--- config.mk ---
export PLATFORM = sky130hd
export DESIGN_NAME = ftprn_front
export DESIGN_NICKNAME = d
export VERILOG_FILES = /design/src/hdl/ftprn_pkg.sv /design/src/hdl/ftprn_front.sv
export SDC_FILE = /design/constraint.sdc
export NUM_CORES = 1
export LEC_CHECK = 0
export ABC_AREA = 1
export BUFFER_PORTS_ARGS = -buffer_cell sky130_fd_sc_hd__buf_2
export CORE_MARGIN = 10
export CORE_UTILIZATION = 30
export DETAILED_ROUTE_END_ITERATION = 10
export PLACE_DENSITY = 0.87
export RECOVER_POWER = 25
export SLEW_MARGIN = 40
export SYNTH_ARGS = -nofsm -noshare
export SYNTH_HDL_FRONTEND = slang
export SYNTH_SLANG_ARGS = --single-unit
--- constraint.sdc ---
create_clock -name clk -period 2.7 [get_ports clk]
set_input_delay 0.54 -clock clk [delete_from_list [all_inputs] [get_ports clk]]
set_output_delay 0.54 -clock clk [all_outputs]
set_load 0.02 [all_outputs]
--- src/hdl/ftprn_pkg.sv ---
package ftprn_pkg;

	// Default width of the saturating printed-character counter
	localparam int COUNT_BITS_DEF = 32;

	// Depth of the queue between the front and the back
	localparam int QUEUE_DEPTH = 4;

	// Characters the logic looks for or prints
	localparam logic [7:0] CH_PERCENT = 8'h25;
	localparam logic [7:0] CH_MINUS   = 8'h2D;
	localparam logic [7:0] CH_LOW_S   = 8'h73;
	localparam logic [7:0] CH_LOW_D   = 8'h64;
	localparam logic [7:0] CH_LOW_X   = 8'h78;

	// Input item kinds as carried on s_axis_tuser
	typedef enum logic [2:0] {
		CMD_FORMAT   = 3'd0,
		CMD_NUMBER   = 3'd1,
		CMD_STR_BYTE = 3'd2,
		CMD_STR_END  = 3'd3,
		CMD_NULL_STR = 3'd4,
		CMD_FINISH   = 3'd5
	} cmd_t;

	// Conversion waiting for its argument
	typedef enum logic [1:0] {
		PEND_NONE = 2'd0,
		PEND_STR  = 2'd1,
		PEND_DEC  = 2'd2,
		PEND_HEX  = 2'd3
	} pend_t;

	// Work handed from the front to the back
	typedef enum logic [2:0] {
		OP_CHAR   = 3'd0,
		OP_DEC    = 3'd1,
		OP_HEX    = 3'd2,
		OP_NULL   = 3'd3,
		OP_REPORT = 3'd4
	} op_t;

	typedef struct packed {
		op_t         kind;
		logic [7:0]  byte_val;
		logic [31:0] num;
	} op_req_t;

	// Result kinds as carried on m_axis_tuser
	localparam logic KIND_CHAR  = 1'b0;
	localparam logic KIND_COUNT = 1'b1;

	// Back-end sequencer states
	typedef enum logic [1:0] {
		BK_IDLE = 2'd0,
		BK_DEC  = 2'd1,
		BK_HEX  = 2'd2,
		BK_NULL = 2'd3
	} back_st_t;

	// Lowercase digit for a nibble
	function automatic logic [7:0] digit_char(input logic [3:0] d);
		logic [7:0] c;
		if (d < 4'd10)
			c = 8'h30 + {4'b0, d};
		else
			c = 8'h57 + {4'b0, d};
		return c;
	endfunction

	// Text printed for a null string argument
	function automatic logic [7:0] null_char(input logic [2:0] idx);
		logic [7:0] c;
		case (idx)
			3'd0: c = 8'h28;
			3'd1: c = 8'h6E;
			3'd2: c = 8'h75;
			3'd3: c = 8'h6C;
			3'd4: c = 8'h6C;
			3'd5: c = 8'h29;
			default: c = 8'h00;
		endcase
		return c;
	endfunction

	// Decimal place weights
	function automatic logic [31:0] pow10(input logic [3:0] pos);
		logic [31:0] w;
		case (pos)
			4'd0: w = 32'd1;
			4'd1: w = 32'd10;
			4'd2: w = 32'd100;
			4'd3: w = 32'd1000;
			4'd4: w = 32'd10000;
			4'd5: w = 32'd100000;
			4'd6: w = 32'd1000000;
			4'd7: w = 32'd10000000;
			4'd8: w = 32'd100000000;
			4'd9: w = 32'd1000000000;
			default: w = 32'd0;
		endcase
		return w;
	endfunction

	// Constant table: digit j times the weight of place pos
	function automatic logic [35:0] dec_mult(input logic [3:0] pos, input logic [3:0] j);
		return 36'(j) * 36'(pow10(pos));
	endfunction

endpackage

--- src/hdl/ftprn_front.sv ---
module ftprn_front
	import ftprn_pkg::*;
(
	input  logic        clk,
	input  logic        arst_n,
	input  logic        in_valid,
	input  logic [2:0]  in_cmd,
	input  logic [7:0]  in_byte,
	input  logic [31:0] in_num,
	output logic        in_ready,
	output logic        push_valid,
	output op_req_t     push_req,
	input  logic        push_ready
);

	logic  after_q, after_d;
	pend_t pend_q, pend_d;
	logic  accept, do_push;
	op_t   push_kind;

	assign in_ready = push_ready;
	assign accept   = in_valid & push_ready;

	// Classify the request and track specifier state
	always_comb begin
		after_d   = after_q;
		pend_d    = pend_q;
		do_push   = 1'b0;
		push_kind = OP_CHAR;
		case (cmd_t'(in_cmd))
			CMD_FORMAT: begin
				pend_d = PEND_NONE;
				if (after_q) begin
					after_d = 1'b0;
					if (in_byte == CH_LOW_S)
						pend_d = PEND_STR;
					else if (in_byte == CH_LOW_D)
						pend_d = PEND_DEC;
					else if (in_byte == CH_LOW_X)
						pend_d = PEND_HEX;
				end else if (in_byte == CH_PERCENT) begin
					after_d = 1'b1;
				end else begin
					do_push = 1'b1;
				end
			end
			CMD_NUMBER: begin
				if (pend_q == PEND_DEC) begin
					do_push   = 1'b1;
					push_kind = OP_DEC;
				end else if (pend_q == PEND_HEX) begin
					do_push   = 1'b1;
					push_kind = OP_HEX;
				end
				pend_d = PEND_NONE;
			end
			CMD_STR_BYTE: begin
				do_push = (pend_q == PEND_STR);
			end
			CMD_STR_END: begin
				if (pend_q == PEND_STR)
					pend_d = PEND_NONE;
			end
			CMD_NULL_STR: begin
				if (pend_q == PEND_STR) begin
					do_push   = 1'b1;
					push_kind = OP_NULL;
					pend_d    = PEND_NONE;
				end
			end
			CMD_FINISH: begin
				do_push   = 1'b1;
				push_kind = OP_REPORT;
				after_d   = 1'b0;
				pend_d    = PEND_NONE;
			end
			default: begin
			end
		endcase
	end

	assign push_valid        = accept & do_push;
	assign push_req.kind     = push_kind;
	assign push_req.byte_val = in_byte;
	assign push_req.num      = in_num;

	always_ff @(posedge clk or negedge arst_n) begin
		if (!arst_n) begin
			after_q <= 1'b0;
			pend_q  <= PEND_NONE;
		end else if (accept) begin
			after_q <= after_d;
			pend_q  <= pend_d;
		end
	end

endmodule

==> run metrics, run 1 <==
PD cells=298.9 nW/µm²; # hold bufs at CTS=0; CTS tree=done; DRT antenna net count=0; total number of H-tree levels=1; mapped cell area=696.9 µm²; Max-slew headroom=88.12%; Hold Crit Class=in2async; Post-synth top cells=buf_4 (41), nand2_1 (23), inv_1 (9); sum of negative setup slack=0 ps; Worst R2R Start=pend_q[1]; synthesis-stage register bit count=3; Crit Path Class=in2out; Tcrit/Tclk final=70.30%; FMAX=526.8 MHz; CP endpoint=push_valid; # rows=17; R2R depth=6; Final min period=1898 ps; clock skew=1.135 ps; synth unique cells=18; cells taking the most area after synthesis=buf_4 (44%), nand2_1 (12%), dfrtp_1 (11%); Synth Warn #=0; DRT Wirelength=1.329 mm; CTS Buf Count=3; drt first pass iters=2; most frequent cell after synthesis=buf_4; total gr overflow=0; Post-CTS Setup Repair Bufs=0; number of global-route vias before repair=515; area leader, netlist=buf_4; P&R area growth vs syn=-16.16%; clock slew at reported path FFs=40 ps; fin. max-slew vios=0; critical path peak fanout=4; async set or reset register ratio after synthesis=100.0%; global-route wire length before repair=2.042 mm; Detailed Place HPWL=1.181 mm; GP Congestion=0.7740; CP max-delay cell=buf_2; setup violators final=0; ys flop type=dfrtp_1; worst skew pair latency=230 ps; Post-route DRC=0; Fin. Hold Viols=0; Worst-Margin Slew=176.8 ps; CP Launch Type=input pin; post_cts resized=0; initial antenna violation count=0; CP cell instances=buf_2 -> nor2_1 -> nand3_1 -> nand2_1 -> nor2_1 -> a21oi_1 -> buf_2; Multi-input gate area=261.5 µm²; vias=532; Nets=149; gr usage total=5.621%; 1st-iter DRT viols=61; worst reg2reg endpoint=pend_q[0]; fillers=258; WL/cell=10.30 µm; Avg Inst Size Synth=6.279 µm²; critical path arrival=1360 ps; largest net degree at the start of global routing=6; status=completed; EDFF count, synth=0; worst setup margin=801.9 ps; clock sinks=3; Mapped Nets=158; die width=68.20 µm; fin cells=129; crit path from=in_cmd[0]; CORE AREA=2212 µm²; IO buf count=27; share of cells above drive strength 1=42.57%; Seq/Total Area, Yosys=10.77%; die span in y=68.20 µm; Antenna diodes=0; max_cap viols=0; pre-CTS WS=791.7 ps; vias per cell=4.124; post-synth top area share=44.17%; static leakage=0.3506 nW; Die ar.=4651 µm²; FF/Latch Area=75.07 µm²; CTS Buffer Depth=2; Ports=92; Max stage delay on crit path=180 ps; placed cell count=125; final core occ=26.41%; Mapped Cells=111; Clock Tree Root=clkbuf_4; worst reg-to-reg setup slack=1680 ps; RSZ-0062 raised after global routing=no; Crit. End Element=output port; WP data required=2160 ps; Initial Util=31.50%; Peak supply drop=89.10 µV
per-stage QoR:
| stage | power (W) | cell area (µm²) | hold slack, ps |
|---|---|---|---|
| floorplan | 0.0001519 | 696.9 | 244.4 |
| global placement | 0.00009891 | 559.3 | 336.0 |
| detailed placement | 0.00009961 | 559.3 | 338.3 |
| CTS | 0.0001803 | 585.6 | 90.54 |
| global route | 0.0001897 | 584.3 | 111.7 |
| finish | 0.0001747 | 584.3 | 110.0 |
kinds of logic (layout without fill, tap and decap cells):
family	Yosys count	count (layout)	synth area share, %
buffers and inverters	55	45	51.71
AND/OR/NAND/NOR	47	47	32.68
AO/OA/AOI/OAI	6	6	4.847
flip-flops	3	3	10.77
state kept, by name, indices dropped and copies added, names as in the netlist:
| name | flops |
|---|---|
| after_q | 1 |
| pend_q | 2 |
routing by layer:
layer  track usage, %  part of all wire, %  routed length (µm)  vias to the layer above
met3            3.100                   11                 149                        4
met5                0                    0                   0                        -
met2            8.488                   49                 648                       23
li1                 -                    -                   -                      277
met4            4.523                  1.6                  21                        0
met1            5.633                   38                 509                      228
where the power goes:
part	switching, W	leakage, nW	internal (W)
registers	0.0000000360	0.0419	0.0000453
clock network	0.0000214	0.0150	0.0000553
logic	0.0000340	0.294	0.0000186
layout make-up:
type,instances,area share [%]
inverters,14,8.994
clock buffers,4,4.497
well taps,28,5.996
repair buffers,27,22.91
flip-flops and latches,3,12.85
multi-input cells,53,44.75
worst max-delay path, delay by kind of cell:
kind,cells,cell delay (ps)
simple gates,4,410
buf+inv,2,300
compound gates,1,100
layout by cell type, fill, tap and decap left out, drive strengths merged:
master / netlist / layout
inv: 14 / 14
nand2: 25 / 25
nor3: 2 / 2
clkbuf: 0 / 5
nand3b: 1 / 1
dfrtp: 3 / 3
a21oi: 1 / 1
nand3: 6 / 6
o21ai: 5 / 5
nand4: 1 / 1
nor2: 12 / 12
buf: 41 / 26
worst min path at each step:
stage / cells past startpoint / endpoint / slack (ps)
floorplan: 0 / after_q / 240
global placement: 1 / pend_q[0] / 340
detailed placement: 1 / pend_q[0] / 340
CTS: 1 / pend_q[0] / 90
global route: 1 / pend_q[0] / 110
finish: 1 / after_q / 110
Power figures use the tool's default switching activity.
==> run 2: changes to the inputs <==
--- a/config.mk
+++ b/config.mk
@@ -5,12 +5,12 @@
 export SDC_FILE = /design/constraint.sdc
 export NUM_CORES = 1
 export LEC_CHECK = 0
-export ABC_AREA = 1
+export ABC_AREA = 0
 export BUFFER_PORTS_ARGS = -buffer_cell sky130_fd_sc_hd__buf_2
 export CORE_MARGIN = 10
-export CORE_UTILIZATION = 30
+export CORE_UTILIZATION = 27
 export DETAILED_ROUTE_END_ITERATION = 10
-export PLACE_DENSITY = 0.87
+export PLACE_DENSITY = 0.85
 export RECOVER_POWER = 25
 export SLEW_MARGIN = 40
 export SYNTH_ARGS = -nofsm -noshare
==> constraint.sdc (replaced) <==
create_clock -name clk -period 1.6 [get_ports clk]
set_input_delay 0.32 -clock clk [delete_from_list [all_inputs] [get_ports clk]]
set_output_delay 0.32 -clock clk [all_outputs]
set_load 0.02 [all_outputs]
==> run 2 against run 1 <==
  * The run now ends with setup timing left
  * Synthesized cell count decreased by 21%
  * Sequential power increased by 69%
  * Hold slack improved by 240 ps
  * Final cell count down 10%
  * Synthesized area is 5.9% lower
  * Utilization grew 2.8 points
  * Setup slack worse by 910 ps
  * Count of clock-buffer cells in the layout is the same
  * Register-to-register slack worse by 1400 ps
  * Die area rose by 3.2%
  * Wire length is 24% higher
  * Power increased by 90%
  * Critical path type is now reg2out
  * Critical endpoint unchanged
  * Highest routed layer unchanged
==> run metrics, run 2 <==
max_cap viols=0 (unchanged); IO buf count=27 (unchanged); hold_ws=351.8 ps (was 110.0 ps); RSZ-0062 raised after global routing=yes (was no); initial antenna violation count=0 (unchanged); Final Cell Area=658.1 µm² (was 584.3 µm²); Post-synth top cells=buf_4 (41), nor2_1 (6), o21ai_0 (6) (was buf_4 (41), nand2_1 (23), inv_1 (9)); CTS Buffer Depth=2 (unchanged); synth unique cells=26 (was 18); vias per cell=4.888 (was 4.124); Final min period=1712 ps; combinational fraction of design power=35.6% (was 30.2%); Detailed Place HPWL=1.376 mm (was 1.181 mm); post-synth top area share=46.95% (was 44.17%); PD cells=505.0 nW/µm² (was 298.9 nW/µm²); commonest non-fill, non-tap cell in the layout=buf_2 (unchanged); Ports=92 (unchanged); die width=69.28 µm (was 68.20 µm); failing checks=setup timing; Peak supply drop=479.3 µV (was 89.10 µV); Tcrit/Tclk final=107.0%; most frequent cell after synthesis=buf_4 (unchanged); status=finished, violations left (was completed); number of global-route vias before repair=602 (was 515); hold path depth=2; Largest Register=pend_q (unchanged); Reg power frac=23.0% (was 25.9%); clock slew at reported path FFs=40 ps (about the same); Regs by FF count=pend_q x2, after_q x1 (unchanged); CTS Buf Count=3 (unchanged); Post-CTS Setup Repair Bufs=0 (unchanged); critical path arrival=1390 ps (was 1360 ps); critical path peak fanout=7 (was 4); total gr overflow=0 (unchanged); CP Launch Type=flip-flop (was input pin); share of cells above drive strength 1=56.82% (was 42.57%); Multi-input gate area=281.5 µm² (was 261.5 µm²); largest net degree at the start of global routing=8 (was 6); Fin. Hold Viols=0 (unchanged); clock skew=3.498 ps (was 1.135 ps); Synth Warn #=0 (unchanged); Clock Tree Root=clkbuf_4 (unchanged); FF/Latch Area=76.32 µm² (was 75.07 µm²); 1st-iter DRT viols=6 (was 61); static leakage=0.3089 nW (was 0.3506 nW); Initial Util=29.08% (was 31.50%); WP data required=1280 ps (was 2160 ps); Mapped Cells=88 (was 111); DRT Wirelength=1.651 mm (was 1.329 mm); Psw=0.0001069 W (was 0.00005548 W); Crit Path Class=reg2out (was in2out); setup violators final=1 (was 0); Seq/Total Area, Yosys=11.45% (was 10.77%); # rows=17 (unchanged); Largest register FFs=2 (unchanged); Power Internal=0.0002255 W (was 0.0001192 W); worst skew pair latency=240 ps (was 230 ps); gr usage total=6.644% (was 5.621%); Worst-Margin Slew=276.7 ps (was 176.8 ps); P&R area growth vs syn=0.3816% (was -16.16%); global-route wire length before repair=2.718 mm (was 2.042 mm); die span in y=69.28 µm (was 68.20 µm); async set or reset register ratio after synthesis=100.0% (unchanged); cells taking the most area after synthesis=buf_4 (47%), dfrtp_1 (11%), o21ai_0 (4.6%) (was buf_4 (44%), nand2_1 (12%), dfrtp_1 (11%)); FMAX=584.1 MHz; Die ar.=4799 µm² (was 4651 µm²); Antenna diodes=0 (unchanged); switch share=32.15% (was 31.76%); EDFF count, synth=0 (unchanged); most frequent cells in the layout=buf_2 (24), buf_4 (13), o21ai_0 (6) (was buf_2 (26), nand2_1 (23), inv_1 (9)); drt first pass iters=4 (was 2); WL/cell=14.23 µm (was 10.30 µm); CORE AREA=2255 µm² (was 2212 µm²); vias=567 (was 532); Nets=136 (was 149); DRT antenna net count=0 (unchanged); clock sinks=3 (unchanged); fin. max-slew vios=0 (unchanged); mapped cell area=655.6 µm² (was 696.9 µm²); Clk pwr share=41.5% (was 43.9%); Mapped Nets=135 (was 158); synthesis-stage register bit count=3 (unchanged); sum of negative setup slack=-111.9 ps (was 0 ps); total number of H-tree levels=1 (unchanged); GP Congestion=0.7802 (was 0.7740); placed cell areas=599.3 µm² (was 559.3 µm²); worst setup margin=-111.9 ps (was 801.9 ps); Post-route DRC=0 (unchanged); fillers=263 (was 258); Crit. End Element=output port (unchanged); area leader, netlist=buf_4 (unchanged); ys flop type=dfrtp_1 (unchanged); Avg Inst Size Synth=7.450 µm² (was 6.279 µm²); Hold Crit Class=in2reg (was in2async); CTS tree=done (unchanged); Max-slew headroom=81.29% (was 88.12%); R2R depth=3 (was 6)
==> run 2: path summary, 6_finish.rpt <==
kind	startpoint	to	slack, ps
worst max-delay path	pend_q[1]	push_valid	-110
worst min-delay path	in_byte[2]	pend_q[0]	350
worst max register to register	after_q	pend_q[0]	270
worst min register to register	after_q	after_q	580
max in group asynchronous	arst_n	pend_q[1]	1010
min in group asynchronous	arst_n	after_q	420
==> run 2: stage by stage <==
step                      util, %  power (W)  instances  worst slack, ps
final                       29.19  0.0003324        116           -111.9
after global routing        29.19  0.0003565        116           -161.9
after CTS                   29.13  0.0003381        116           -112.4
after detailed placement    26.58  0.0001913        111           -53.24
after global placement      26.58  0.0001903        111           -16.49
after floorplan                 -  0.0002584         88            86.83
==> run 2: cell type report <==
class / count / area share [%]
tap: 28 / 5.323
timing repair buffer: 39 / 35.17
inverter: 2 / 1.141
clock buffer: 4 / 3.992
multi-input combinational: 40 / 42.78
sequential: 3 / 11.60
==> run 2: per-layer routing <==
layer  vias to the layer above  share of wire [%]  GRT usage [%]
met5                         -                  0              0
met4                         0                3.7          4.656
met3                        14                9.0          3.424
met2                        36                 49          10.89
met1                       258                 38          6.280
li1                        259                  -              -
==> run 2: power by group through the flow <==
stage                     clock [W]  combinational [W]  sequential, W
final                      0.000138           0.000118      0.0000764
after floorplan                   0           0.000181      0.0000774
after global routing       0.000151           0.000129      0.0000764
after detailed placement          0           0.000114      0.0000774
after global placement            0           0.000113      0.0000774
after CTS                  0.000143           0.000119      0.0000764
==> run 2: critical path: stages (launching register included) <==
cell and delay, ps:
dfrtp_2 430, mux2_4 180, o22ai_2 70, a221oi_2 290, buf_4 190
==> run 2: logic make-up (layout without fill, tap and decap cells) <==
kind of cell           after synthesis  count (layout)  share of synthesized area (%)
AO/OA/AOI/OAI                       15              15                          15.27
flip-flops                           3               3                          11.45
AND/OR/NAND/NOR                     24              24                          22.33
buffers and inverters               45              45                          49.24
multiplexers                         1               1                          1.717
==> run 2: what timing repair did <==
action / in CTS / in global routing
endpoints found under the setup margin: 1 / 3
hold buffers: 1 / 0
endpoints found under the hold margin: 3 / 0
gates resized for setup: 7 / 1
pin swaps: 2 / 1
