File: src/hdl/ftprn_pkg.sv
package ftprn_pkg;

	// Default width of the saturating printed-character counter
	localparam int COUNT_BITS_DEF = 32;

	// Depth of the queue between the front and the back
	localparam int QUEUE_DEPTH = 4;

	// Characters the logic looks for or prints
	localparam logic [7:0] CH_PERCENT = 8'h25;
	localparam logic [7:0] CH_MINUS   = 8'h2D;
	localparam logic [7:0] CH_LOW_S   = 8'h73;
	localparam logic [7:0] CH_LOW_D   = 8'h64;
	localparam logic [7:0] CH_LOW_X   = 8'h78;

	// Input item kinds as carried on s_axis_tuser
	typedef enum logic [2:0] {
		CMD_FORMAT   = 3'd0,
		CMD_NUMBER   = 3'd1,
		CMD_STR_BYTE = 3'd2,
		CMD_STR_END  = 3'd3,
		CMD_NULL_STR = 3'd4,
		CMD_FINISH   = 3'd5
	} cmd_t;

	// Conversion waiting for its argument
	typedef enum logic [1:0] {
		PEND_NONE = 2'd0,
		PEND_STR  = 2'd1,
		PEND_DEC  = 2'd2,
		PEND_HEX  = 2'd3
	} pend_t;

	// Work handed from the front to the back
	typedef enum logic [2:0] {
		OP_CHAR   = 3'd0,
		OP_DEC    = 3'd1,
		OP_HEX    = 3'd2,
		OP_NULL   = 3'd3,
		OP_REPORT = 3'd4
	} op_t;

	typedef struct packed {
		op_t         kind;
		logic [7:0]  byte_val;
		logic [31:0] num;
	} op_req_t;

	// Result kinds as carried on m_axis_tuser
	localparam logic KIND_CHAR  = 1'b0;
	localparam logic KIND_COUNT = 1'b1;

	// Back-end sequencer states
	typedef enum logic [1:0] {
		BK_IDLE = 2'd0,
		BK_DEC  = 2'd1,
		BK_HEX  = 2'd2,
		BK_NULL = 2'd3
	} back_st_t;

	// Lowercase digit for a nibble
	function automatic logic [7:0] digit_char(input logic [3:0] d);
		logic [7:0] c;
		if (d < 4'd10)
			c = 8'h30 + {4'b0, d};
		else
			c = 8'h57 + {4'b0, d};
		return c;
	endfunction

	// Text printed for a null string argument
	function automatic logic [7:0] null_char(input logic [2:0] idx);
		logic [7:0] c;
		case (idx)
			3'd0: c = 8'h28;
			3'd1: c = 8'h6E;
			3'd2: c = 8'h75;
			3'd3: c = 8'h6C;
			3'd4: c = 8'h6C;
			3'd5: c = 8'h29;
			default: c = 8'h00;
		endcase
		return c;
	endfunction

	// Decimal place weights
	function automatic logic [31:0] pow10(input logic [3:0] pos);
		logic [31:0] w;
		case (pos)
			4'd0: w = 32'd1;
			4'd1: w = 32'd10;
			4'd2: w = 32'd100;
			4'd3: w = 32'd1000;
			4'd4: w = 32'd10000;
			4'd5: w = 32'd100000;
			4'd6: w = 32'd1000000;
			4'd7: w = 32'd10000000;
			4'd8: w = 32'd100000000;
			4'd9: w = 32'd1000000000;
			default: w = 32'd0;
		endcase
		return w;
	endfunction

	// Constant table: digit j times the weight of place pos
	function automatic logic [35:0] dec_mult(input logic [3:0] pos, input logic [3:0] j);
		return 36'(j) * 36'(pow10(pos));
	endfunction

endpackage

File: src/hdl/ftprn_queue.sv
module ftprn_queue
	import ftprn_pkg::*;
(
	input  logic    clk,
	input  logic    arst_n,
	input  logic    push_valid,
	input  op_req_t push_req,
	output logic    push_ready,
	output logic    pop_valid,
	output op_req_t pop_req,
	input  logic    pop
);

	localparam int PTR_W = (QUEUE_DEPTH > 1) ? $clog2(QUEUE_DEPTH) : 1;
	localparam int CNT_W = $clog2(QUEUE_DEPTH + 1);
	localparam logic [PTR_W-1:0] PTR_LAST = PTR_W'(QUEUE_DEPTH - 1);
	localparam logic [CNT_W-1:0] CNT_FULL = CNT_W'(QUEUE_DEPTH);

	op_req_t          mem_q [QUEUE_DEPTH];
	logic [PTR_W-1:0] wr_ptr_q, rd_ptr_q;
	logic [CNT_W-1:0] cnt_q;
	logic             do_push, do_pop;

	assign push_ready = (cnt_q != CNT_FULL);
	assign pop_valid  = (cnt_q != '0);
	assign pop_req    = mem_q[rd_ptr_q];
	assign do_push    = push_valid & push_ready;
	assign do_pop     = pop & pop_valid;

	// Entry storage
	always_ff @(posedge clk) begin
		if (do_push)
			mem_q[wr_ptr_q] <= push_req;
	end

	// Pointers and fill count
	always_ff @(posedge clk or negedge arst_n) begin
		if (!arst_n) begin
			wr_ptr_q <= '0;
			rd_ptr_q <= '0;
			cnt_q    <= '0;
		end else begin
			if (do_push)
				wr_ptr_q <= (wr_ptr_q == PTR_LAST) ? '0 : wr_ptr_q + 1'b1;
			if (do_pop)
				rd_ptr_q <= (rd_ptr_q == PTR_LAST) ? '0 : rd_ptr_q + 1'b1;
			if (do_push & ~do_pop)
				cnt_q <= cnt_q + 1'b1;
			else if (do_pop & ~do_push)
				cnt_q <= cnt_q - 1'b1;
		end
	end

endmodule

File: config.mk
export PLATFORM = sky130hd
export DESIGN_NAME = ftprn_queue
export DESIGN_NICKNAME = d
export VERILOG_FILES = /design/src/hdl/ftprn_pkg.sv /design/src/hdl/ftprn_queue.sv
export SDC_FILE = /design/constraint.sdc
export NUM_CORES = 1
export LEC_CHECK = 0
export ABC_AREA = 0
export BUFFER_PORTS_ARGS = -buffer_cell sky130_fd_sc_hd__buf_2
export CORE_UTILIZATION = 57
export CTS_CLUSTER_SIZE = 8
export DETAILED_ROUTE_END_ITERATION = 8
export GPL_ROUTABILITY_DRIVEN = 1
export PLACE_DENSITY = 0.85
export SLEW_MARGIN = 20
export SYNTH_ARGS = -nofsm -noshare
export SYNTH_HDL_FRONTEND = slang
export SYNTH_SLANG_ARGS = --single-unit
File: constraint.sdc
create_clock -name clk -period 2.3 [get_ports clk]
set_input_delay 0.46 -clock clk [delete_from_list [all_inputs] [get_ports clk]]
set_output_delay 0.46 -clock clk [all_outputs]
set_load 0.1 [all_outputs]
==> results.txt, run 1 <==
The number of I/O pins is 92. The final number of hold-violating endpoints came out at 0. The count of final setup violators came out at 43. The detailed-router iteration count before antenna repair is 4.

At the pin with the least slew margin, the transition time is roughly 0.5 ns. The sequential area share after synthesis is between 80% and 90%. The deepest level of the CTS H-tree came out at 4. The synthesized netlist contains 20 unique library cells. The total congestion overflow came out at 0.

The worst hold endpoint is mem_q[2][20]. The post-detailed-placement half-perimeter wirelength is 6.61 mm. The floorplan step defined a die boundary enclosing approximately 0.012 sq mm. In this run the register-to-register setup slack is about 0.17 ns. For the worst setup path, the data arrival time is 1.90 ns. The number of global-route vias before repair came out at around 3,200. Relative to the synthesized area, the layout overhead comes to 25.5%. Counting every instance in the synthesized netlist gives about 260. TritonCTS built the clock tree.

The cell area after synthesis came out at about 0.0066 sq mm. The total number of placement rows is 39. Entering global routing, the biggest net connects 36 pins. The max-slew violation total from the final report came to 0. The number of warning messages in the yosys log is 0. The initial utilization of the core area, before any placement, comes to slightly below 60%. The required time at the worst-slack endpoint came out at approximately 1.8 ns. By area the synthesized netlist is led by sky130_fd_sc_hd__edfxtp_1, sky130_fd_sc_hd__mux4_2, sky130_fd_sc_hd__dfrtp_1.

In this run the most critical hold path is launched from push_req[20]. The die is approximately 110 microns wide. The number of violations reported at the end of detailed-routing iteration 0 came out at between 150 and 200. For this run, the total global-route usage over all layers was measured as a little over a fifth. The wire length after detailed routing is between 10 and 15 mm. Across the run, the number of max-cap violations was 0. In this run the critical register-to-register path is captured at cnt_q[1]. The number of nets handed over by synthesis was 315.

The worst setup path is launched from a flop. Setup repair after global routing could not meet its margin everywhere. The multi-input logic area came out at 0.00123 sq mm. The number of synthesized register bits came out at roughly 180.

The number of setup buffers added after CTS came out at 0. The worst setup path is of the reg -> out kind. In this run the clock root is driven by a sky130_fd_sc_hd__clkbuf_16.

The achievable frequency came out at between 400 and 500 MHz. Using the TritonRoute via totals, the vias-per-cell ratio works out to between 5 and 6. The maximum fanout along the worst path is 14. The minimum setup slack in the final design came out at -0.0559 ns. Summed over its instances, the top area cell type makes up approximately 80% of the synthesized netlist area. The design area came out at roughly 0.0083 sq mm. The first-pass GRT wire length came out at ~17 mm.

In this run, CTS created clock tree buffers numbering 17. The count of nets left with antenna violations once routing finished came out at 0. The height of the die came out at roughly 110 microns.

The run finished, with violations left. In the final design database the tool counted approximately 430 nets. The post-route netlist has approximately half of its cells at a drive strength greater than 1. The total via count in the routed design is 3,021.

The final reports fail on setup timing. The routed design could run at a clock period as short as roughly 2.4 ns. The final clock period utilization by the worst path is 102%.

The clock sink count came out at between 150 and 200. The total area inside the core boundary comes to approximately 0.011 sq mm. The synthesized design spends more area on one cell type than any other, namely sky130_fd_sc_hd__edfxtp_1.

Headroom to the max-slew limit came out at roughly two thirds. Registers take roughly 0.0053 sq mm. The number of DRC violations after detailed routing came out at 0.

After detailed placement, the total cell area comes to 0.00736 sq mm. The number of instances on the worst hold path came out at 1. The routability congestion estimate from global placement came out at approximately 0.7. The latest clock arrival within the worst-skew pair came out at between 0.4 and 0.5 ns. The number of antenna violations at the first check in global routing is 0. The worst-case clock buffer depth is 2.

The mean area per synthesized cell came out at around 25 sq um. The worst clock skew is 0.00772 ns. In the final routed layout, each cell accounts on average for 21.8 microns. The count of input and output buffers came out at between 90 and 100. Counting the fill cells in the layout gives roughly 640. The clock transition at the registers of the reported paths came out at roughly 0.060 ns. The number of cells on the worst reg-to-reg path is 6. The sort of element at the end of the critical path is a primary output.

In this run the critical register-to-register path is launched from cnt_q[1]. The min-delay analysis places its worst path in the category in -> reg.
==> critical path, stage by stage, from the launching register on <==
cell and delay [ns]:
sky130_fd_sc_hd__dfrtp_4 0.53, sky130_fd_sc_hd__buf_16 0.20, sky130_fd_sc_hd__mux4_2 0.53, sky130_fd_sc_hd__buf_6 0.20
==> cell usage after synthesis <==
cell type and number:
sky130_fd_sc_hd__mux2_4 2, sky130_fd_sc_hd__nor2_1 3, sky130_fd_sc_hd__xnor2_1 1, sky130_fd_sc_hd__edfxtp_1 172, sky130_fd_sc_hd__and2_4 1, sky130_fd_sc_hd__ha_1 6, sky130_fd_sc_hd__buf_2 2, sky130_fd_sc_hd__clkbuf_2 1
sky130_fd_sc_hd__xor2_1 2, sky130_fd_sc_hd__fa_1 1, sky130_fd_sc_hd__buf_4 4, sky130_fd_sc_hd__and3_2 4, sky130_fd_sc_hd__or3b_4 1, sky130_fd_sc_hd__inv_1 3, sky130_fd_sc_hd__nand2_1 1, sky130_fd_sc_hd__or3_2 1
sky130_fd_sc_hd__mux4_2 43, sky130_fd_sc_hd__dfrtp_1 7, sky130_fd_sc_hd__buf_1 3, sky130_fd_sc_hd__mux2_2 3
==> repair_timing <==
| item | CTS | global route |
|---|---|---|
| endpoints found under the hold margin | 7 | 0 |
| gates resized for setup | 91 | 4 |
| cloned | 1 | 1 |
| setup endpoints to repair | 43 | 43 |
| hold buffers | 1 | 0 |
==> flip-flops by register name, indices dropped and copies added (netlist names) <==
register / flops
cnt_q: 3
wr_ptr_q: 2
rd_ptr_q: 2
mem_q: 172
==> through the flow <==
step	TNS, ns	hold slack (ns)	cells	util (%)	setup WS (ns)
5_1_grt	-4.14	0.228	529	73.2	-0.123
3_3_place_gp	0	0.303	494	64.8	0.229
4_1_cts	-2.98	0.229	528	72.8	-0.105
2_1_floorplan	0	0.164	261	-	0.0524
6_report	-1.43	0.247	530	73.2	-0.0559
3_5_place_dp	0	0.303	494	64.8	0.180
==> logic make-up (layout without fill, tap and decap cells) <==
group                    Yosys count  after routing  synth area share [%]
flip-flops                       179            179                  80.5
multiplexers                      48             48                  15.6
buffers and inverters             13            138                  1.02
AND/OR/NAND/NOR                   11             11                  1.09
adder cells (fa/ha/maj)            7              7                  1.43
XOR/XNOR                           3              3                 0.396
other                              0              1                     0
==> cells in the final DEF, fill, tap and decap left out, drive strengths merged, types with 2 or more instances in the layout <==
| master | n |
|---|---|
| ha | 6 |
| clkinvlp | 3 |
| nor2 | 3 |
| bufinv | 3 |
| edfxtp | 172 |
| xor2 | 2 |
| clkbuf | 21 |
| mux4 | 43 |
| buf | 101 |
| inv | 6 |
| clkinv | 3 |
| and3 | 4 |
| mux2 | 5 |
| dfrtp | 7 |
==> worst max path at each step <==
stage,startpoint,cells after the start,end
floorplan,cnt_q[1],6,cnt_q[1]
global placement,cnt_q[1],6,cnt_q[1]
detailed placement,cnt_q[1],6,cnt_q[1]
CTS,rd_ptr_q[0],3,pop_req[7]
global route,rd_ptr_q[0],3,pop_req[25]
finish,rd_ptr_q[0],3,pop_req[32]
==> cell type report <==
class,count,area share [%]
Timing Repair Buffer,103,11.6
Inverter,3,0.135
Sequential cell,179,64.2
Multi-Input combinational cell,69,14.8
Antenna cell,1,0.0301
Tap cell,143,2.15
Clock inverter,12,1.83
Clock buffer,20,5.25
==> metal layers <==
layer / wire (microns) / GRT usage, %
met1: 4530 / 24.4
met2: 6370 / 37.1
met3: 529 / 6.82
met4: 121 / 7.05
met5: 0 / 0
Power of run 1 is left out: the tool's default activity adds up to more than one toggle a clock period on the data nets, which glitch-free logic cannot reach.
==> inputs of run 2 (changes only) <==
--- a/config.mk
+++ b/config.mk
@@ -12,6 +12,7 @@
 export DETAILED_ROUTE_END_ITERATION = 8
 export GPL_ROUTABILITY_DRIVEN = 1
 export PLACE_DENSITY = 0.85
+export REMOVE_ABC_BUFFERS = 1
 export SLEW_MARGIN = 20
 export SYNTH_ARGS = -nofsm -noshare
 export SYNTH_HDL_FRONTEND = slang
==> results.txt, run 2 (synthesis results as in run 1) <==
The run finished, with violations left. The checks that failed: setup timing. The path with the worst hold slack has its endpoint at mem_q[3][2]. The count of input and output buffers came out at 91 (unchanged). The total congestion overflow came out at 0 (unchanged). The area of the core is 0.0114 sq mm (unchanged). The deepest level of the CTS H-tree came out at 4 (unchanged).

The max-slew headroom at the worst pin came out at 54.8% (-13 points). Setup repair after global routing could not meet its margin everywhere. The detailed-router iteration count before antenna repair is 4 (unchanged). The post-placement cell count is 494 (unchanged). The transition time at the pin with the least slew margin came to 0.679 ns (+0.192 ns).

The max-slew violation total from the final report is 0 (unchanged). The clock root buffer is sky130_fd_sc_hd__clkbuf_16. The wire length after detailed routing came out at 11.5 mm (-0.66%).

The height of the die is 110 microns (unchanged). The largest net degree at the start of global routing is 44 (+22%). The final non-filler cell total is 539 (+1.7%). The CTS buffer count is 17 (unchanged). The routed length per instance came out at 21.3 microns (-2.3%). The width of the chip is 110 microns (unchanged). The clock transition at the registers of the reported paths came out at 0.06 ns (about the same).

The total die area is 0.0121 sq mm (unchanged). The number of flip-flops under the largest register name is 172 (unchanged). The number of violations reported at the end of detailed-routing iteration 0 is 119 (-37%). The number of instances on the worst hold path came out at 1 (unchanged). The count of final setup violators is 38 (-12%). The total number of placement rows is 39 (unchanged). The internal reg-to-reg setup slack came out at 0.08 ns (-0.09 ns). The number of global-route vias before repair was 3,250 (+0.53%).

The worst-case clock buffer depth is 2 (unchanged). The filler cell count in the final layout came out at 643 (+1.1%). The number of antenna violations at the first check in global routing is 1 (+1). The worst setup path is captured at a primary output. The worst clock skew came out at 0.00610 ns (-0.00162 ns).

The area growth from synthesis to layout is 26.6%. The maximum fanout along the worst path came out at 5 (-9). The largest registers in the layout are mem_q: 172 flops, cnt_q: 3 flops. The number of DRC violations after detailed routing is 0 (unchanged). The starting utilization of the core area is 58.3% (unchanged). The critical register-to-register path endpoint is cnt_q[2]. In this run the critical register-to-register path is launched from cnt_q[0]. The first-pass GRT wire length is 16.7 mm (-3.0%). The overall routing resource usage was 20.1% (-0.98 points). The final number of hold-violating endpoints is 0 (unchanged). The routability congestion estimate from global placement was 0.718 (+2.8%). The worst hold path belongs to the class in -> reg. The final clock period utilization by the worst path is 102% (about the same). The achievable frequency came out at 424 MHz (about the same).

The multi-input logic area is 0.00124 sq mm (+0.71%). The post-detailed-placement half-perimeter wirelength is 6.42 mm (-2.9%). In this run the most critical hold path is launched from push_req[2]. The number of I/O pins is 92 (unchanged). The routed via count divided by cell count came out at 5.59 (-2.0%).

The final hold slack came to 0.258 ns (+0.0108 ns). The proportion of layout cells with a drive suffix above 1 came out at 49.9% (+1.4 points). The required time at the worst-slack endpoint is 1.84 ns (about the same). The arrival time of data at the critical path endpoint came out at 1.90 ns (about the same). In the layout the commonest cells are sky130_fd_sc_hd__edfxtp_1, sky130_fd_sc_hd__buf_2, sky130_fd_sc_hd__mux4_2, sky130_fd_sc_hd__buf_6, sky130_fd_sc_hd__clkbuf_16. Leaving out fill and tap cells, the most frequent cell in the layout is sky130_fd_sc_hd__edfxtp_1.

Counting flops per register, the top entry is mem_q. The clock sink count came out at 179 (unchanged). The total via count in the routed design is 3,011 (-0.33%). The number of antenna-violating nets in the routed design is 0 (unchanged). The final-stage net count was 436 (+2.1%). The sequential standard cell area came out at 0.00535 sq mm (unchanged).

The final critical path time including I/O delays and setup is 2.36 ns (+0.000494 ns). The max-cap check violation count came out at 0 (unchanged). The worst setup path is launched from a flop. TritonCTS built the clock tree. The latest clock arrival within the worst-skew pair is 0.41 ns (-0.02 ns).

The critical path start-end classification is reg -> out. The minimum setup slack in the final design came out at -0.0564 ns (-0.000494 ns). The number of cells on the worst reg-to-reg path is 8 (+2).
## run 2: cell count changes in the layout (fill, tap and decap cells not counted), sizes merged
cell	change
buf	+7
bufinv	-1
clkinv	+4
inv	-1
## run 2: layer usage
metal  wire, microns  vias to the layer above  track usage, %
met3             596                       15            6.28
met5               0                        -               0
met2            6130                       83            33.1
li1                -                     1358               -
met1            4600                     1555            24.6
met4             142                        0            8.86
## run 2: cell type report
type	count	area share [%]
flip-flops and latches	179	63.7
multi-input cells	69	14.8
repair buffers	112	12.5
clock buffers	18	5.11
well taps	143	2.13
clock inverters	14	1.64
inverters	3	0.134
diodes	1	0.0298
## run 2: worst max path at each step
stage                 from          end  slack, ns  cells past startpoint
6_report       rd_ptr_q[0]  pop_req[27]      -0.06                      4
5_1_grt        rd_ptr_q[0]  pop_req[27]      -0.10                      4
4_1_cts        rd_ptr_q[0]   pop_req[3]      -0.06                      3
3_5_place_dp      cnt_q[1]     cnt_q[2]       0.08                      8
3_3_place_gp      cnt_q[1]     cnt_q[2]       0.17                      8
2_1_floorplan  rd_ptr_q[0]   pop_req[0]      -0.92                      1
## run 2: critical path: stages, from the launching register on
cell,delay [ns]
sky130_fd_sc_hd__dfrtp_4,0.51
sky130_fd_sc_hd__buf_12,0.15
sky130_fd_sc_hd__clkbuf_16,0.15
sky130_fd_sc_hd__mux4_2,0.46
sky130_fd_sc_hd__buf_6,0.21
## run 2: stage by stage
stage	setup WS, ns	cell area (sq um)	utilization [%]	TNS, ns
3_5_place_dp	0.0771	7370	64.8	0
3_3_place_gp	0.174	7360	64.7	0
5_1_grt	-0.100	8390	73.8	-2.91
2_1_floorplan	-0.916	6580	-	-40.35
4_1_cts	-0.0607	8260	72.6	-1.39
6_report	-0.0564	8400	73.8	-0.715
## run 2: repair_timing
item / in CTS / in global routing
cloned: 1 / 3
setup endpoints to repair: 43 / 45
hold buffers: 1 / 0
endpoints found under the hold margin: 7 / 0
gates resized for setup: 89 / 2
setup buffers: 1 / 6
Power of run 2 is left out for the same reason.
==> inputs of run 3 (changes only) <==
--- a/config.mk
+++ b/config.mk
@@ -7,7 +7,10 @@
 export LEC_CHECK = 0
 export ABC_AREA = 0
 export BUFFER_PORTS_ARGS = -buffer_cell sky130_fd_sc_hd__buf_2
-export CORE_UTILIZATION = 57
+export CELL_PAD_IN_SITES_DETAIL_PLACEMENT = 0
+export CELL_PAD_IN_SITES_GLOBAL_PLACEMENT = 2
+export CORE_MARGIN = 4
+export CORE_UTILIZATION = 45
 export CTS_CLUSTER_SIZE = 8
 export DETAILED_ROUTE_END_ITERATION = 8
 export GPL_ROUTABILITY_DRIVEN = 1
==> results.txt, run 3 (synthesis results as in run 1) <==
The latest clock arrival within the worst-skew pair came out at 0.42 ns (about the same). The routed via count divided by cell count is 5.23 (-6.4%). The library cell used most frequently in the layout, excluding fill and tap cells, is sky130_fd_sc_hd__edfxtp_1. The class of the tightest hold or removal check is in -> reg. The max-slew violation total from the final report came out at 0 (unchanged). The number of violations reported at the end of detailed-routing iteration 0 came out at 168 (+41%).

The worst slack after detailed placement came out at 0.0345 ns (-0.0426 ns). The overall routing resource usage came out at 14.9% (-5.2 points). The number of instances on the worst hold path was 1 (unchanged).

The top cell types in the final layout, fill and taps aside, are sky130_fd_sc_hd__edfxtp_1, sky130_fd_sc_hd__buf_2, sky130_fd_sc_hd__mux4_2, sky130_fd_sc_hd__buf_6, sky130_fd_sc_hd__clkbuf_16. The startpoint identified for the worst register-to-register timing path is cnt_q[1]. The number of global-route vias before repair came to 3,320 (+2.2%). The total via count in the routed design came out at 2,971 (-1.3%). The checks that failed: setup timing. The total die area came to 0.0167 sq mm (+39%).

The largest net degree at the start of global routing is 28 (-36%). The number of antenna violations at the first check in global routing is 1 (unchanged). The clock root buffer is sky130_fd_sc_hd__clkbuf_16.

The width of the chip came to 129 microns (+18%). The max-slew headroom at the worst pin was 65.7% (+11 points). The layout overhead on the synthesized area came out at 25.7%.

STA classifies the critical path startpoint as a flop. The clock transition at the registers of the reported paths was 0.06 ns (about the same). The maximum fanout along the worst path is 18 (+13). The final critical path time including I/O delays and setup is 2.31 ns (-0.0494 ns). The count of input and output buffers is 91 (unchanged). The achievable frequency was 433 MHz (+2.1%). The deepest level of the CTS H-tree came out at 4 (unchanged).

The area of the core was 0.0145 sq mm (+27%). The worst clock skew came to 0.00567 ns (-0.000432 ns). The internal reg-to-reg setup slack is 0.10 ns (+0.02 ns).

The worst hold endpoint is mem_q[2][40]. The number of antenna-violating nets in the routed design is 0 (unchanged). The post-route setup TNS is -0.0179 ns (+0.697 ns).

The number of DRC violations after detailed routing is 0 (unchanged). STA classifies the critical path endpoint as a primary output. The height of the die came to 129 microns (+18%). The count of final setup violators is 3 (-92%). The minimum setup slack in the final design came out at -0.00699 ns (+0.0494 ns). The startpoint identified for the worst hold timing path is push_req[40].

The critical register-to-register path endpoint is cnt_q[2]. The largest registers in the layout are mem_q: 172 flops, cnt_q: 3 flops. The final clock period utilization by the worst path is 100% (-2.1 points).

The number of flip-flops under the largest register name is 172 (unchanged). The starting utilization of the core area came out at 45.8% (-13 points). The routability congestion estimate from global placement came out at 0.691 (-3.8%). The proportion of layout cells with a drive suffix above 1 came out at 48.4% (-1.4 points). The wire length after detailed routing came out at 11.5 mm (+0.37%). TritonCTS built the clock tree.

The required time at the worst-slack endpoint is 1.84 ns (about the same). The post-detailed-placement half-perimeter wirelength is 6.98 mm (+8.8%). The final number of hold-violating endpoints was 0 (unchanged).

The clock sink count is 179 (unchanged). The routed length per instance is 20.3 microns (-4.8%). The final antenna diode count was 0 (-1).

The arrival time of data at the critical path endpoint is 1.85 ns (-0.05 ns). The total number of placement rows came to 44 (+13%). The final-stage net count came out at 426 (-2.3%). The register name with the most flops is mem_q. The detailed-router iteration count before antenna repair came out at 4 (unchanged). Setup repair after global routing could not meet its margin everywhere.

The final core area utilization is 57.6% (-16 points). The CTS buffer count came out at 17 (unchanged). The first-pass GRT wire length is 18.0 mm (+7.9%).

The critical path in this run is classified as reg -> out. The max-cap check violation count is 0 (unchanged). The number of cells on the worst reg-to-reg path is 8 (unchanged).

The transition time at the pin with the least slew margin came out at 0.514 ns (-0.164 ns). The run finished, with violations left. The total congestion overflow is 0 (unchanged). The worst-case clock buffer depth was 2 (unchanged). The number of I/O pins is 92 (unchanged).
==> run 3: changes by cell type in the layout (fill, tap and decap cells not counted), sizes merged <==
| cell | change |
|---|---|
| inv | -2 |
| bufinv | +1 |
| buf | -7 |
| clkinvlp | -2 |
| diode | -1 |
| clkbuf | -1 |
==> run 3: through the flow <==
stage | instance area [sq um] | cells | hold WS (ns)
final | 8340 | 568 | 0.256
after global routing | 8340 | 568 | 0.236
after CTS | 8330 | 568 | 0.232
after detailed placement | 7510 | 535 | 0.309
after global placement | 7510 | 535 | 0.304
after floorplan | 6580 | 251 | 0.164
==> run 3: worst max path at each step <==
stage	start	end	slack, ns	cells after the start
floorplan	rd_ptr_q[0]	pop_req[0]	-0.92	1
global placement	cnt_q[1]	cnt_q[2]	0.18	8
detailed placement	cnt_q[1]	cnt_q[2]	0.03	8
CTS	rd_ptr_q[0]	pop_req[36]	-0.05	3
global route	rd_ptr_q[0]	pop_req[25]	-0.09	3
finish	rd_ptr_q[0]	pop_req[36]	-0.007	3
==> run 3: routing by layer <==
metal	share of wire, %	global-route usage, %
met5	0.061	0
met4	1.4	5.44
met2	51	24.0
met1	42	19.0
met3	6.0	5.03
==> run 3: what timing repair did <==
| item | CTS | global route |
|---|---|---|
| setup buffers | 1 | 0 |
| resized for setup | 72 | 4 |
| hold buffers | 1 | 0 |
| gates cloned | 0 | 0 |
| hold endpoints to repair | 7 | 0 |
| setup endpoints to repair | 43 | 44 |
==> run 3: layout make-up <==
cell class,instances,area (sq um)
Timing Repair Buffer,102,946
Tap cell,184,230
Sequential cell,179,5350
Fill cell,1072,6140
Inverter,3,11.3
Clock buffer,20,437
Clock inverter,11,138
Multi-Input combinational cell,69,1230
==> run 3: worst max-delay path, cell delays in order (launching register included) <==
cell and delay [ns]:
sky130_fd_sc_hd__dfrtp_4 0.46, sky130_fd_sc_hd__buf_12 0.20, sky130_fd_sc_hd__mux4_2 0.57, sky130_fd_sc_hd__buf_12 0.19
Power of run 3 is left out for the same reason.
